<file path="src/sv/rga_pkg.sv">
// ----------------------------------------------------------------------------
// rga_pkg: shared types and constants of the rank gather block
// Field widths, transfer payload types and the request and response
// structs between the sequencer and the arithmetic unit.
// ----------------------------------------------------------------------------
package rga_pkg;

    localparam int VTX_W  = 12;
    localparam int VAL_W  = 40;
    localparam int DAMP_W = 16;
    localparam int DEG_W  = 32;

    // Width of the numerator (65536 - d) * sum + d * 2^24.
    localparam int NUM_W  = 57;
    // Width of the numerator with its 16 fraction bits of the damping dropped.
    localparam int QUO_W  = NUM_W - DAMP_W - 0;
    // Width of the damping complement 65536 - d.
    localparam int MFAC_W = DAMP_W + 1;

    localparam logic [DAMP_W-1:0] DAMP_RESET = 16'd9830;

    localparam logic ACT_ACCUM = 1'b0;
    localparam logic ACT_FINAL = 1'b1;

    typedef struct packed {
        logic              action;
        logic [VTX_W-1:0]  vertex_offset;
        logic              new_update;
        logic [VAL_W-1:0]  update_value;
        logic [DEG_W-1:0]  out_degree;
    } t_in_item;

    typedef struct packed {
        logic [VTX_W-1:0]  result_vertex;
        logic [VAL_W-1:0]  rank_value;
        logic              saturated;
    } t_out_item;

    // One entry of the partial sum store.
    typedef struct packed {
        logic              sat;
        logic [VAL_W-1:0]  sum;
    } t_entry;

    typedef struct packed {
        logic              start;
        logic [VAL_W-1:0]  sum;
        logic [DAMP_W-1:0] damp;
        logic [DEG_W-1:0]  deg;
    } t_arith_req;

    typedef struct packed {
        logic              done;
        logic [VAL_W-1:0]  quotient;
    } t_arith_rsp;

endpackage

</file>
<file path="src/sv/rga_arith.sv">
// ----------------------------------------------------------------------------
// rga_arith: iterative finalize arithmetic
// Computes floor(((65536 - d) * sum + d * 2^24) / (deg * 2^16)) with one
// shared 57-bit adder: a shift-add multiply, one constant add, then a
// restoring division one quotient bit per cycle.
// ----------------------------------------------------------------------------
module rga_arith (
    input  logic                 i_clk,
    input  logic                 i_rst_n,
    input  rga_pkg::t_arith_req  i_req,
    output rga_pkg::t_arith_rsp  o_rsp
);

    typedef enum logic [1:0] {
        A_IDLE,
        A_MUL,
        A_ADD,
        A_DIV
    } t_astate;

    localparam int CNT_W = 6;
    localparam logic [CNT_W-1:0] MUL_LAST = CNT_W'(rga_pkg::MFAC_W - 1);
    localparam logic [CNT_W-1:0] DIV_LAST = CNT_W'(rga_pkg::QUO_W - 1);

    t_astate                        r_state;
    logic [CNT_W-1:0]               r_cnt;
    logic [rga_pkg::NUM_W-1:0]      r_acc;
    logic [rga_pkg::MFAC_W-1:0]     r_mfac;
    logic [rga_pkg::VAL_W-1:0]      r_sum;
    logic [rga_pkg::DAMP_W-1:0]     r_damp;
    logic [rga_pkg::DEG_W-1:0]      r_deg;
    logic [rga_pkg::QUO_W-1:0]      r_num;
    logic [rga_pkg::DEG_W-1:0]      r_rem;
    logic                           r_done;

    logic [rga_pkg::NUM_W-1:0]      opa;
    logic [rga_pkg::NUM_W-1:0]      opb;
    logic                           cin;
    logic [rga_pkg::NUM_W-1:0]      add_out;
    logic [rga_pkg::DEG_W:0]        trial;
    logic                           qbit;

    assign trial = {r_rem, r_num[rga_pkg::QUO_W-1]};

    // The single adder that every step of the unit goes through.
    always_comb begin
        opa = '0;
        opb = '0;
        cin = 1'b0;
        unique case (r_state)
            A_MUL: begin
                opa = {r_acc[rga_pkg::NUM_W-2:0], 1'b0};
                opb = r_mfac[rga_pkg::MFAC_W-1]
                    ? rga_pkg::NUM_W'(r_sum) : '0;
            end
            A_ADD: begin
                opa = r_acc;
                opb = {{(rga_pkg::NUM_W - rga_pkg::DAMP_W - 24){1'b0}}, r_damp, 24'd0};
            end
            A_DIV: begin
                opa = rga_pkg::NUM_W'(trial);
                opb = ~rga_pkg::NUM_W'(r_deg);
                cin = 1'b1;
            end
            A_IDLE: begin
                opa = '0;
            end
            default: begin
                opa = '0;
            end
        endcase
        add_out = opa + opb + rga_pkg::NUM_W'(cin);
    end

    // A non-negative difference means the trial remainder covers the divisor.
    assign qbit = ~add_out[rga_pkg::NUM_W-1];

    always_ff @(posedge i_clk) begin
        if (!i_rst_n) begin
            r_state <= A_IDLE;
            r_done  <= 1'b0;
            r_cnt   <= '0;
        end else begin
            r_done <= 1'b0;
            unique case (r_state)
                A_IDLE: begin
                    if (i_req.start) begin
                        r_acc   <= '0;
                        r_mfac  <= rga_pkg::MFAC_W'(1 << rga_pkg::DAMP_W)
                                 - rga_pkg::MFAC_W'(i_req.damp);
                        r_sum   <= i_req.sum;
                        r_damp  <= i_req.damp;
                        r_deg   <= i_req.deg;
                        r_cnt   <= '0;
                        r_state <= A_MUL;
                    end
                end
                A_MUL: begin
                    r_acc  <= add_out;
                    r_mfac <= {r_mfac[rga_pkg::MFAC_W-2:0], 1'b0};
                    if (r_cnt == MUL_LAST) begin
                        r_state <= A_ADD;
                    end else begin
                        r_cnt <= r_cnt + 1'b1;
                    end
                end
                A_ADD: begin
                    r_num   <= add_out[rga_pkg::NUM_W-1:rga_pkg::DAMP_W];
                    r_rem   <= '0;
                    r_cnt   <= '0;
                    r_state <= A_DIV;
                end
                A_DIV: begin
                    r_rem <= qbit ? add_out[rga_pkg::DEG_W-1:0]
                                  : trial[rga_pkg::DEG_W-1:0];
                    r_num <= {r_num[rga_pkg::QUO_W-2:0], qbit};
                    if (r_cnt == DIV_LAST) begin
                        r_done  <= 1'b1;
                        r_state <= A_IDLE;
                    end else begin
                        r_cnt <= r_cnt + 1'b1;
                    end
                end
                default: begin
                    r_state <= A_IDLE;
                end
            endcase
        end
    end

    assign o_rsp.done     = r_done;
    assign o_rsp.quotient = r_num[rga_pkg::VAL_W-1:0];

endmodule

</file>
<file path="config.mk">
export PLATFORM = sky130hd
export DESIGN_NAME = rga_arith
export DESIGN_NICKNAME = d
export VERILOG_FILES = /design/src/sv/rga_pkg.sv /design/src/sv/rga_arith.sv
export SDC_FILE = /design/constraint.sdc
export NUM_CORES = 1
export LEC_CHECK = 0
export ABC_CLOCK_PERIOD_IN_PS = 7200
export BUFFER_PORTS_ARGS = -buffer_cell sky130_fd_sc_hd__buf_2
export CAP_MARGIN = 10
export CORE_UTILIZATION = 36
export CTS_BUF_LIST = sky130_fd_sc_hd__clkbuf_2
export CTS_CLUSTER_DIAMETER = 200
export DETAILED_ROUTE_END_ITERATION = 10
export GPL_ROUTABILITY_DRIVEN = 1
export PLACE_DENSITY = 0.62
export SLEW_MARGIN = 5
export SYNTH_ARGS = -nofsm -noshare
export SYNTH_HDL_FRONTEND = slang
export SYNTH_SLANG_ARGS = --single-unit
</file>
<file path="constraint.sdc">
create_clock -name i_clk -period 7.2 [get_ports i_clk]
set_input_delay 0.72 -clock i_clk [delete_from_list [all_inputs] [get_ports i_clk]]
set_output_delay 0.72 -clock i_clk [all_outputs]
set_load 0.01 [all_outputs]
</file>
==> metrics.md, run 1 <==
| Metric | Value |
|---|---|
| Syn-to-layout area delta | `15.3%` |
| Worst clock skew | `~0.11 ns` |
| CP Max Fanout | `31` |
| Gr ovfl total | `0` |
| Sequential Power Share | `a little under two fifths` |
| Clock power frac | `18.8%` |
| Non-filler cells, final | `2205` |
| Most frequently used flop master after synthesis | `edfxtp_1` |
| Largest net degree at the start of global routing | `around 90` |
| Tcrit/Tclk final | `75.9%` |
| Routed WL | `39500 um` |
| WP buf/inv | `3` |
| Total Routing Usage GR | `between 10% and 20%` |
| DPL Wire Length | `~27000 um` |
| Num Clock Sinks | `244` |
| Switch share | `42.8%` |
| # IOs | `132` |
| Most common cell in the synthesized netlist | `edfxtp_1` |
| CP cell instances | `ha_2 > inv_2 > buf_4 > a2bb2oi_1 > nor2_1 > ha_1 > nand4_1 > nor2_1 > nand4_1 > a311oi_4 > o211ai_4 > a211oi_4 > mux2i_2 > buf_4 > nand3_1 > a21oi_1` |
| Area leader, netlist | `edfxtp_1` |
| Seq cells post-synth | `around 240` |
| Final setup violating endpoints | `0` |
| Comb power frac | `43.2%` |
| LEAKAGE | `roughly 6.4 nW` |
| Routability cong. | `0.971` |
| # nets final | `around 1800` |
| YS warnings | `0` |
| Post-DRT Antenna Nets | `0` |
| Initial antenna violation count | `1` |
| Clock transition at path regs | `about 0.1 ns` |
| PD cells | `325 nW/um^2` |
| Global-route wire length before repair | `62600 um` |
| FFs w/ async S/R, synth | `0%` |
| Bufs on Longest Clock Path | `3` |
| Die Span Y | `204 um` |
| Setup Fix Bufs, Post-CTS | `0` |
| Fmax | `between 150 and 200 MHz` |
| Initial detailed-routing violation count | `875` |
| Crit path max-delay cell type | `mux2i_2` |
| P_int | `3.14 mW` |
| Largest cells by area after synthesis | `edfxtp_1, ha_1, nand2_1, o21ai_0, a21oi_1` |
| Share of the synthesized area in the top cell type | `just under 50%` |
| Max-Cap Viols | `0` |
| Core Area | `39900 sq um` |
| Total negative slack | `0 ns` |
| Count of cell types in the netlist | `69` |
| Die Footprint | `41500 sq um` |
| Row count | `73` |
| Synthesized area per cell | `9.98 sq um` |
| Post-synth EDFFs | `between 200 and 250` |
| Final Max Tran Viols | `0` |
| Most frequent cells after synthesis | `edfxtp_1, nand2_1, nor2_1` |
| Psw | `2.34 mW` |
| TritonRoute pass-1 iters | `6` |
| Net Count, Synth | `1623` |
| Mapped cell area | `14600 sq um` |
| Starting Density | `roughly 37%` |
| Syn Inst Count | `1467` |
| Worst path top cell family by delay | `compound AO/OA/AOI/OAI gates` |
| Final core utilization | `between 40% and 50%` |
| Seq/Total Area, Yosys | `about 50%` |
| Port bufs | `131` |
| Placed insts | `2008` |
| Crit path DAT | `6.11 ns` |
| Status | `finished, final reports clean` |
| Via density | `approximately 5.4` |
| CTS Buf Count | `67` |
| Vias in the first global route | `approximately 12000` |
| Max VDD drop | `0.190 mV` |
| Worst Max-Slew Pin Slew | `about 1.1 ns` |
| Max stage delay on crit path | `0.84 ns` |
| Hold depth | `1` |
| Critical path type | `flip-flop to flip-flop` |
| RSZ-0062 raised after global routing | `false` |
| Final hold vios | `0` |
| Wire length per cell | `17.9 um` |
| Via count | `approximately 12000` |
| R2R cell count | `16` |
| Clk_lat worst skew | `0.90 ns` |
| Worst path depth | `16` |
| Hold crit path type | `input pin to flip-flop` |
| CP endpoint kind | `flip-flop` |
| Root buffer cell | `clkbuf_2` |
| H-tree levels | `3` |
| Share of cells above drive strength 1 | `16.9%` |
| Critical path required time | `7.84 ns` |
| Worst setup SP type | `flip-flop` |
| Min Tclk post-route | `5.46 ns` |
| Die W | `204 um` |
| Rel. slew slack | `29.5%` |
| R2r setup slk | `approximately 1.7 ns` |
| TritonCTS clock tree | `yes` |
| Residual DRC count | `0` |
==> stage by stage <==
step	hold WS, ns	cell area (sq um)	setup WS [ns]	power [mW]
after floorplan	0.470	14600	2.06	3.84
after global placement	0.482	15400	2.02	4.39
after detailed placement	0.497	15400	1.84	4.43
after CTS	0.0000182	16900	1.76	5.52
after global routing	0.00831	16900	1.35	5.89
final	0.0943	16900	1.74	5.48
==> cell usage in the layout, fill, tap and decap left out, types with 14 or more instances in the layout <==
cell and n:
edfxtp_1 235, nand2_1 172, buf_2 131, nor2_1 121
o21ai_0 118, a21oi_1 111, clkbuf_2 92, dlygate4sd3_1 81
ha_1 60, nand3_1 45, a21o_1 36, xor2_1 36
a22oi_1 35, and2_1 35, xnor2_1 28, inv_1 25
a2bb2oi_1 24, o21ai_1 23, a22o_1 22, nand4_1 17
buf_4 17, nor3_1 14
==> worst register-to-register path: cells and delay by family, from the launching register on <==
kind	cells	cell delay [ns]
multiplexers	1	0.84
AO/OA/AOI/OAI	5	1.30
adder cells (fa/ha/maj)	2	0.72
AND/OR/NAND/NOR	5	0.76
flip-flops	1	0.38
buffers and inverters	3	1.24
==> routing by layer <==
layer	part of all wire, %	GRT usage (%)	vias up
li1	-	-	5768
met1	45	25.2	5672
met2	46	30.2	414
met3	6.6	4.28	82
met4	2.7	7.33	0
met5	0	0	-
==> kinds of logic after synthesis <==
logic type               synth area share (%)
AO/OA/AOI/OAI                            20.7
XOR/XNOR                                 3.83
adder cells (fa/ha/maj)                  5.61
buffers and inverters                    5.37
flip-flops                               49.4
multiplexers                            0.966
AND/OR/NAND/NOR                          14.1
==> final timing paths <==
| check | startpoint | endpoint |
|---|---|---|
| worst max register to register | r_state[0]$_SDFFE_PN0P_ | r_rem[11]$_SDFFCE_PP0P_ |
| worst max-delay path | r_state[0]$_SDFFE_PN0P_ | r_rem[11]$_SDFFCE_PP0P_ |
| worst min-delay path | i_req[39] | r_damp[7]$_DFFE_PP_ |
| worst min register to register | r_cnt[1]$_SDFFE_PN0P_ | r_cnt[1]$_SDFFE_PN0P_ |
==> sequential cells by signal, summed over array words and instances (netlist names) <==
| name | count |
|---|---|
| r_cnt | 6 |
| r_mfac | 17 |
| r_deg | 32 |
| r_rem | 32 |
| r_num | 41 |
| r_damp | 16 |
| r_sum | 40 |
| r_done | 1 |
| r_state | 2 |
| r_acc | 57 |
==> area by class of cell <==
class                      instances  area [sq um]
antenna                            1          2.50
clock buffer                      92           460
clock inverter                    23           164
fill                            3882         23000
inverter                          28           105
multi-input combinational       1063          6660
sequential                       244          7240
tap                              525           657
timing repair buffer             229          1590
==> power groups by stage <==
stage                     clock (mW)  sequential (mW)  combinational, mW
after floorplan                    0             2.08               1.76
after global placement             0             2.11               2.28
after detailed placement           0             2.11               2.32
after CTS                       1.07             2.08               2.37
after global routing            1.15             2.10               2.63
final                           1.03             2.08               2.37
==> timing repair <==
item,4_1_cts,5_1_grt
hold buffers,81,0
hold endpoints to repair,81,0
resized for setup,0,0
Power figures use the tool's default switching activity.
==> run 2: changes to the inputs <==
- ABC_AREA: unset -> 1
- ABC_CLOCK_PERIOD_IN_PS: 7200 -> 5360
- clock period: 7.2 -> 5.36 ns (I/O delays scaled with it)
==> run 2 against run 1 <==
Effect of this change: register-to-register slack got worse by 0.91 ns; worst setup slack got worse by 0.91 ns; fmax increased by 21%; non-clock buffer count increased by 11; via count increased by 16%; largest power group unchanged; cell count increased by 27%; critical path type unchanged; clock skew decreased by 0.042 ns; highest routed layer unchanged; synthesized cell count increased by 34%; global-route usage increased by 3.1 points; wire length increased by 22%; sequential power increased by 37%.
==> metrics.md, run 2 <==
| Metric | Value |
|---|---|
| Status | `finished, final reports clean (unchanged)` |
| LEAKAGE | `8.19 nW (was 6.37 nW)` |
| Hold crit path type | `input pin to flip-flop (unchanged)` |
| Max stage delay on crit path | `0.65 ns (was 0.84 ns)` |
| Final WS setup | `0.830 ns (was 1.74 ns)` |
| Total negative slack | `0 ns (unchanged)` |
| Most frequently used flop master after synthesis | `edfxtp_1 (unchanged)` |
| Worst setup SP type | `flip-flop (unchanged)` |
| Port bufs | `131 (unchanged)` |
| Share of the synthesized area in the top cell type | `45.2% (was 48.2%)` |
| Most frequent cells in the layout | `nand2_1, inv_1, nor2_1 (was edfxtp_1, nand2_1, buf_2)` |
| Seq/Total Area, Yosys | `46.3% (was 49.4%)` |
| TritonCTS clock tree | `yes (unchanged)` |
| Die Footprint | `44200 sq um (was 41500 sq um)` |
| Psw | `3.58 mW (was 2.34 mW)` |
| Crit path max-delay cell type | `inv_1 (was mux2i_2)` |
| Tcrit/Tclk final | `84.5% (was 75.9%)` |
| Clk_lat worst skew | `0.92 ns (was 0.90 ns)` |
| Largest Register | `r_acc (unchanged)` |
| Global-route wire length before repair | `75300 um (was 62600 um)` |
| Area leader, netlist | `edfxtp_1 (unchanged)` |
| Comb power frac | `47.5% (was 43.2%)` |
| Setup Fix Bufs, Post-CTS | `0 (unchanged)` |
| YS warnings | `0 (unchanged)` |
| Vias in the first global route | `13671 (was 11884)` |
| Final setup violating endpoints | `0 (unchanged)` |
| Final Max Tran Viols | `0 (unchanged)` |
| Largest cells by area after synthesis | `edfxtp_1, nand2_1, inv_1, nor2_1, ha_1 (was edfxtp_1, ha_1, nand2_1, o21ai_0, a21oi_1)` |
| CP Max Fanout | `39 (was 31)` |
| # nets final | `2337 (was 1789)` |
| Fmax | `221 MHz (was 183 MHz)` |
| Switch share | `44.9% (was 42.8%)` |
| Worst path top cell family by delay | `simple AND/OR/NAND/NOR gates (was compound AO/OA/AOI/OAI gates)` |
| CP cell instances | `ha_4 > inv_1 > buf_4 > nor2_1 > a221oi_1 > nor2_1 > ha_1 > nand2_1 > inv_1 > a21oi_1 > nand2_1 > nand2_1 > nand2_1 > a21oi_1 > nand3_1 > nand2_2 > nand2_1 > nand2_1 > nor2_1 (was ha_2 > inv_2 > buf_4 > a2bb2oi_1 > nor2_1 > ha_1 > nand4_1 > nor2_1 > nand4_1 > a311oi_4 > o211ai_4 > a211oi_4 > mux2i_2 > buf_4 > nand3_1 > a21oi_1)` |
| Initial detailed-routing violation count | `1116 (was 875)` |
| Worst Max-Slew Pin Slew | `0.994 ns (was 1.06 ns)` |
| Clock power frac | `16.8% (was 18.8%)` |
| CTS Buf Count | `67 (unchanged)` |
| Met2 usage | `34.5% (was 30.2%)` |
| TritonRoute pass-1 iters | `5 (was 6)` |
| Die W | `210 um (was 204 um)` |
| Most common cell in the synthesized netlist | `nand2_1 (was edfxtp_1)` |
| GR Util met3 | `3.13% (was 4.28%)` |
| Routability cong. | `0.972 (was 0.971)` |
| Mapped cell area | `15600 sq um (was 14600 sq um)` |
| Clock transition at path regs | `0.11 ns (was 0.10 ns)` |
| Wire length per cell | `17.2 um (was 17.9 um)` |
| Most frequent cells after synthesis | `nand2_1, inv_1, nor2_1 (was edfxtp_1, nand2_1, nor2_1)` |
| Syn Inst Count | `1972 (was 1467)` |
| Via count | `13811 (was 11936)` |
| Post-CTS Resized | `0 (unchanged)` |
| Share of cells above drive strength 1 | `13.7% (was 16.9%)` |
| CP endpoint kind | `flip-flop (unchanged)` |
| Count of cell types in the netlist | `43 (was 69)` |
| Num Clock Sinks | `244 (unchanged)` |
| Die Span Y | `210 um (was 204 um)` |
| Root buffer cell | `clkbuf_2 (unchanged)` |
| DPL Wire Length | `35200 um (was 27300 um)` |
| Largest net degree at the start of global routing | `112 (was 91)` |
| Row count | `75 (was 73)` |
| Leading cell type in the layout, fill and taps excluded | `nand2_1 (was edfxtp_1)` |
| Core Area | `42400 sq um (was 39900 sq um)` |
| Final hold vios | `0 (unchanged)` |
| Min Tclk post-route | `4.53 ns (was 5.46 ns)` |
| Pre-CTS setup slack | `0.915 ns (was 1.84 ns)` |
| Max reg flops | `57 (unchanged)` |
| # IOs | `132 (unchanged)` |
| Met1 Track Usage GR | `31.4% (was 25.2%)` |
| Critical path type | `flip-flop to flip-flop (unchanged)` |
| Filler cells | `4375 (was 3882)` |
| Initial antenna violation count | `2 (was 1)` |
| Busiest layer in global routing | `met2 (unchanged)` |
| Max-Cap Viols | `0 (unchanged)` |
| Starting Density | `36.8% (was 36.7%)` |
| PD cells | `440 nW/um^2 (was 325 nW/um^2)` |
| FFs w/ async S/R, synth | `0% (unchanged)` |
| Cts hold-fix bufs | `89 (was 81)` |
| Syn-to-layout area delta | `15.9% (was 15.3%)` |
| Gr ovfl total | `0 (unchanged)` |
| Critical path required time | `5.99 ns (was 7.84 ns)` |
| RSZ-0062 raised after global routing | `false (unchanged)` |
| Total Routing Usage GR | `22.1% (was 19.0%)` |
| Seq cells post-synth | `244 (unchanged)` |
| Net Count, Synth | `2128 (was 1623)` |
| P_int | `4.39 mW (was 3.14 mW)` |
| Routed WL | `48200 um (was 39500 um)` |
| Max VDD drop | `0.304 mV (was 0.190 mV)` |
| Hold WS | `0.201 ns (was 0.0943 ns)` |
| Post-DRT Antenna Nets | `0 (unchanged)` |
| Via density | `4.93 (was 5.41)` |
| Bufs on Longest Clock Path | `3 (unchanged)` |
| Rel. slew slack | `33.6% (was 29.5%)` |
| Final core utilization | `42.7% (was 42.3%)` |
| Power, Total | `7.96 mW (was 5.48 mW)` |
| Residual DRC count | `0 (unchanged)` |
| Worst clock skew | `0.0676 ns (was 0.109 ns)` |
| Sequential Power Share | `35.7% (was 37.9%)` |
| Post-synth EDFFs | `235 (unchanged)` |
| Crit path DAT | `5.16 ns (was 6.11 ns)` |
| Cell mode on critical path | `nand2_1` |
| WP buf/inv | `3 (unchanged)` |
| Synthesized area per cell | `7.92 sq um (was 9.98 sq um)` |
| H-tree levels | `3 (unchanged)` |
| Top Registers | `r_acc (57), r_num (41), r_sum (40) (unchanged)` |
[run 2: changes by cell type after synthesis, sizes merged, moves of 25 or more]
cell and change:
nand2 +410, inv +252, nor2 +139, o21ai -82, a22oi -36, a21o -31
and2 -30, o221ai +25, or2 +25
[run 2: cells by family (layout without fill, tap and decap cells)]
family	after synthesis	after routing	synth area share (%)
AO/OA/AOI/OAI	269	269	10.5
XOR/XNOR	35	35	1.96
adder cells (fa/ha/maj)	65	65	5.25
buffers and inverters	380	631	10.3
flip-flops	244	244	46.3
other	0	1	0
AND/OR/NAND/NOR	979	979	25.6
[run 2: path summary, 6_finish.rpt]
| path | cells after the start | end | slack, ns | startpoint |
|---|---|---|---|---|
| worst max-delay path | 19 | r_rem[1]$_SDFFCE_PP0P_ | 0.83 | r_state[0]$_SDFFE_PN0P_ |
| worst min-delay path | 3 | r_sum[21]$_DFFE_PP_ | 0.20 | i_req[88] |
| worst max register to register | 19 | r_rem[1]$_SDFFCE_PP0P_ | 0.83 | r_state[0]$_SDFFE_PN0P_ |
| worst min register to register | 2 | r_cnt[1]$_SDFFE_PN0P_ | 0.52 | r_cnt[1]$_SDFFE_PN0P_ |
[run 2: area by class of cell]
class | count | area (sq um) | area share [%]
Antenna cell | 1 | 2.50 | 0.0138
Tap cell | 577 | 722 | 3.99
Clock buffer | 90 | 450 | 2.49
Timing Repair Buffer | 240 | 1710 | 9.44
Sequential cell | 244 | 7240 | 40.0
Clock inverter | 21 | 120 | 0.663
Multi-Input combinational cell | 1348 | 6820 | 37.6
Inverter | 280 | 1050 | 5.81
[run 2: routing by layer]
metal / vias up / share of wire, %
li1: 6845 / -
met1: 6452 / 48
met2: 455 / 44
met3: 59 / 6.3
met4: 0 / 1.9
met5: - / 0
[run 2: power groups by stage]
stage	Sequential, mW	Clock, mW	Combinational [mW]
after floorplan	2.87	0	2.74
after global placement	2.88	0	3.67
after detailed placement	2.89	0	3.71
after CTS	2.85	1.37	3.78
after global routing	2.88	1.46	4.23
final	2.85	1.34	3.78
[run 2: per-stage QoR]
step,instance area (sq um),cells
2_1_floorplan,15600,1972
3_3_place_gp,16600,2600
3_5_place_dp,16600,2600
4_1_cts,18100,2800
5_1_grt,18100,2801
6_report,18100,2801
[run 2: tightest hold or removal path: stages]
cell and delay [ns]:
buf_2 0.14, nand2_1 0.11, nor2_4 0.12
==> run 3: changes to the inputs <==
- ABC_CLOCK_PERIOD_IN_PS: 5360 -> 3700
- PLACE_DENSITY: 0.62 -> 0.64
- clock period: 5.36 -> 3.7 ns (I/O delays scaled with it)
==> run 3 against run 2 <==
Effect of this change: wire length increased by 13%; utilization increased by 7.6 points; sequential cell count unchanged; worst setup slack got worse by 0.68 ns; non-clock buffer count increased by 330; sequential power increased by 45%; highest routed layer unchanged.
==> metrics.md, run 3 (synthesized netlist as in run 2, its figures left out) <==
| Metric | Value |
|---|---|
| Largest net degree at the start of global routing | `89 (was 112)` |
| Max reg flops | `57 (unchanged)` |
| Hold crit path type | `input pin to flip-flop (unchanged)` |
| Root buffer cell | `clkbuf_2 (unchanged)` |
| Hold_sp | `i_req[9] (was i_req[88])` |
| R2r setup slk | `0.15 ns (was 0.83 ns)` |
| Residual DRC count | `0 (unchanged)` |
| Bufs on Longest Clock Path | `3 (unchanged)` |
| Final Max Tran Viols | `0 (unchanged)` |
| Crit path launch | `r_state[0]$_SDFFE_PN0P_ (unchanged)` |
| Final setup violating endpoints | `0 (unchanged)` |
| Pre-CTS setup slack | `-0.141 ns (was 0.915 ns)` |
| Num Clock Sinks | `244 (unchanged)` |
| Min Tclk post-route | `3.55 ns (was 4.53 ns)` |
| Via density | `4.92 (was 4.93)` |
| DPL Wire Length | `36900 um (was 35200 um)` |
| R2R cell count | `22 (was 19)` |
| Clock transition at path regs | `0.08 ns (was 0.11 ns)` |
| Max VDD drop | `0.421 mV (was 0.304 mV)` |
| RSZ-0062 raised after global routing | `true (was false)` |
| # IOs | `132 (unchanged)` |
| Launch point of the worst reg-to-reg path | `r_state[0]$_SDFFE_PN0P_ (unchanged)` |
| Most frequent cells in the layout | `nand2_1, inv_1, buf_4 (was nand2_1, inv_1, nor2_1)` |
| TritonCTS clock tree | `yes (unchanged)` |
| Rel. slew slack | `44.8% (was 33.6%)` |
| Hold WS | `0.0898 ns (was 0.201 ns)` |
| Total negative slack | `0 ns (unchanged)` |
| Worst clock skew | `0.111 ns (was 0.0676 ns)` |
| Worst setup SP type | `flip-flop (unchanged)` |
| Wire length per cell | `17.4 um (was 17.2 um)` |
| Final hold vios | `0 (unchanged)` |
| Core Area | `42400 sq um (unchanged)` |
| Starting Density | `36.8% (unchanged)` |
| Placed inst area | `18700 sq um (was 16600 sq um)` |
| Crit path DAT | `4.25 ns (was 5.16 ns)` |
| Post-DRT Antenna Nets | `0 (unchanged)` |
| Routed WL | `54700 um (was 48200 um)` |
| Final core utilization | `50.3% (was 42.7%)` |
| CP endpoint kind | `flip-flop (unchanged)` |
| Met2 usage | `39.4% (was 34.5%)` |
| Fmax | `282 MHz (was 221 MHz)` |
| Total Routing Usage GR | `24.5% (was 22.1%)` |
| Global-route wire length before repair | `82400 um (was 75300 um)` |
| # nets final | `2668 (was 2337)` |
| Multi-input gate area | `7190 sq um (was 6820 sq um)` |
| Syn-to-layout area delta | `36.6% (was 15.9%)` |
| WP buf/inv | `3 (unchanged)` |
| Worst path top cell family by delay | `simple AND/OR/NAND/NOR gates (unchanged)` |
| Worst Max-Slew Pin Slew | `0.828 ns (was 0.994 ns)` |
| Critical path required time | `4.40 ns (was 5.99 ns)` |
| CP Max Fanout | `32 (was 39)` |
| Die Span Y | `210 um (unchanged)` |
| Vias in the first global route | `15211 (was 13671)` |
| Leading cell type in the layout, fill and taps excluded | `nand2_1 (unchanged)` |
| H-tree levels | `3 (unchanged)` |
| Cell mode on critical path | `nand2_1 (unchanged)` |
| Share of cells above drive strength 1 | `25.1% (was 13.7%)` |
| Gr ovfl total | `0 (unchanged)` |
| Largest Register | `r_acc (unchanged)` |
| Port bufs | `131 (unchanged)` |
| Max stage delay on crit path | `0.38 ns (was 0.65 ns)` |
| Tcrit/Tclk final | `95.9% (was 84.5%)` |
| Initial antenna violation count | `3 (was 2)` |
| GR Util met3 | `4.26% (was 3.13%)` |
| Critical path type | `flip-flop to flip-flop (unchanged)` |
| Via count | `15446 (was 13811)` |
| Status | `finished, final reports clean (unchanged)` |
| Fin area | `21400 sq um (was 18100 sq um)` |
| Routability cong. | `0.981 (was 0.972)` |
| Final WS setup | `0.152 ns (was 0.830 ns)` |
| CTS Buf Count | `66 (was 67)` |
| Top Registers | `r_acc (57), r_num (41), r_sum (40) (unchanged)` |
| LEAKAGE | `9.95 nW (was 8.19 nW)` |
| Hold depth | `2 (was 3)` |
| Met1 Track Usage GR | `32.7% (was 31.4%)` |
| Register area | `7240 sq um (about the same)` |
| Filler cells | `4092 (was 4375)` |
| Initial detailed-routing violation count | `1114 (was 1116)` |
| Max-Cap Viols | `0 (unchanged)` |
| Row count | `75 (unchanged)` |
| Crit path max-delay cell type | `ha_1 (was inv_1)` |
| Busiest layer in global routing | `met2 (unchanged)` |
| PD cells | `633 nW/um^2 (was 440 nW/um^2)` |
| Worst path depth | `22 (was 19)` |
| Clk_lat worst skew | `1.05 ns (was 0.92 ns)` |
| Die Footprint | `44200 sq um (unchanged)` |
| CP cell instances | `ha_4 > inv_1 > buf_4 > nor2_1 > a221oi_2 > nor2_1 > ha_1 > nand2_1 > nand2_1 > nand2_1 > nand2_1 > nand2_1 > nand2_1 > nand2_1 > nand2_1 > a21oi_2 > nand3_2 > nand2_4 > buf_12 > nand2_1 > nand2_1 > nor2_1 (was ha_4 > inv_1 > buf_4 > nor2_1 > a221oi_1 > nor2_1 > ha_1 > nand2_1 > inv_1 > a21oi_1 > nand2_1 > nand2_1 > nand2_1 > a21oi_1 > nand3_1 > nand2_2 > nand2_1 > nand2_1 > nor2_1)` |
| TritonRoute pass-1 iters | `5 (unchanged)` |
| Die W | `210 um (unchanged)` |
-- run 3: cell count changes in the layout (fill, tap and decap cells not counted), moves of 6 or more --
cell / change
a21oi_1: -11
a21oi_2: +11
a221oi_1: -10
buf_4: +250
a221oi_2: +10
nor2_1: -6
buf_12: +8
nand2_1: -15
dlygate4sd3_1: +66
nand2_2: +12
-- run 3: what timing repair did --
action	4_1_cts	5_1_grt
resized for setup	4	85
endpoints found under the hold margin	114	0
pin swaps	0	11
hold buffers	155	0
gates cloned	0	3
setup buffers	0	2
setup endpoints to repair	19	107
-- run 3: cell type report --
cell class / count / share of cell area [%]
flip-flops and latches: 244 / 33.9
multi-input cells: 1350 / 33.7
repair buffers: 570 / 21.1
inverters: 280 / 4.95
well taps: 577 / 3.38
clock buffers: 94 / 2.20
clock inverters: 23 / 0.727
diodes: 3 / 0.0352
-- run 3: worst paths after layout --
path | end
worst max-delay path | r_rem[16]$_SDFFCE_PP0P_
worst min-delay path | r_deg[9]$_DFFE_PP_
worst max register to register | r_rem[16]$_SDFFCE_PP0P_
worst min register to register | r_cnt[1]$_SDFFE_PN0P_
-- run 3: worst reg2reg max path, cell delays in order, from the launching register on --
cell,delay [ns]
dfxtp_4,0.36
ha_4,0.15
inv_1,0.06
buf_4,0.33
nor2_1,0.15
a221oi_2,0.32
nor2_1,0.09
ha_1,0.38
nand2_1,0.09
nand2_1,0.07
nand2_1,0.08
nand2_1,0.06
nand2_1,0.06
nand2_1,0.08
nand2_1,0.07
nand2_1,0.09
a21oi_2,0.24
nand3_2,0.14
nand2_4,0.12
buf_12,0.15
nand2_1,0.06
nand2_1,0.06
nor2_1,0.05
-- run 3: routing by layer --
layer / vias up / share of wire, %
li1: 7535 / -
met1: 7167 / 44
met2: 631 / 46
met3: 113 / 7.3
met4: 0 / 3.1
met5: - / 0
-- run 3: power by group --
| group | total [mW] | leakage, nW | internal [mW] | switching (mW) |
|---|---|---|---|---|
| clock | 2.09 | 0.468 | 0.832 | 1.26 |
| sequential | 4.13 | 2.28 | 3.91 | 0.217 |
| combinational | 7.31 | 7.20 | 2.95 | 4.35 |
| total | 13.5 | 9.95 | 7.70 | 5.83 |
-- run 3: per-stage QoR --
step | std cells | total power, mW
after floorplan | 1972 | 8.11
after global placement | 2861 | 10.7
after detailed placement | 2861 | 10.8
after CTS | 3133 | 13.0
after global routing | 3141 | 14.4
final | 3141 | 13.5
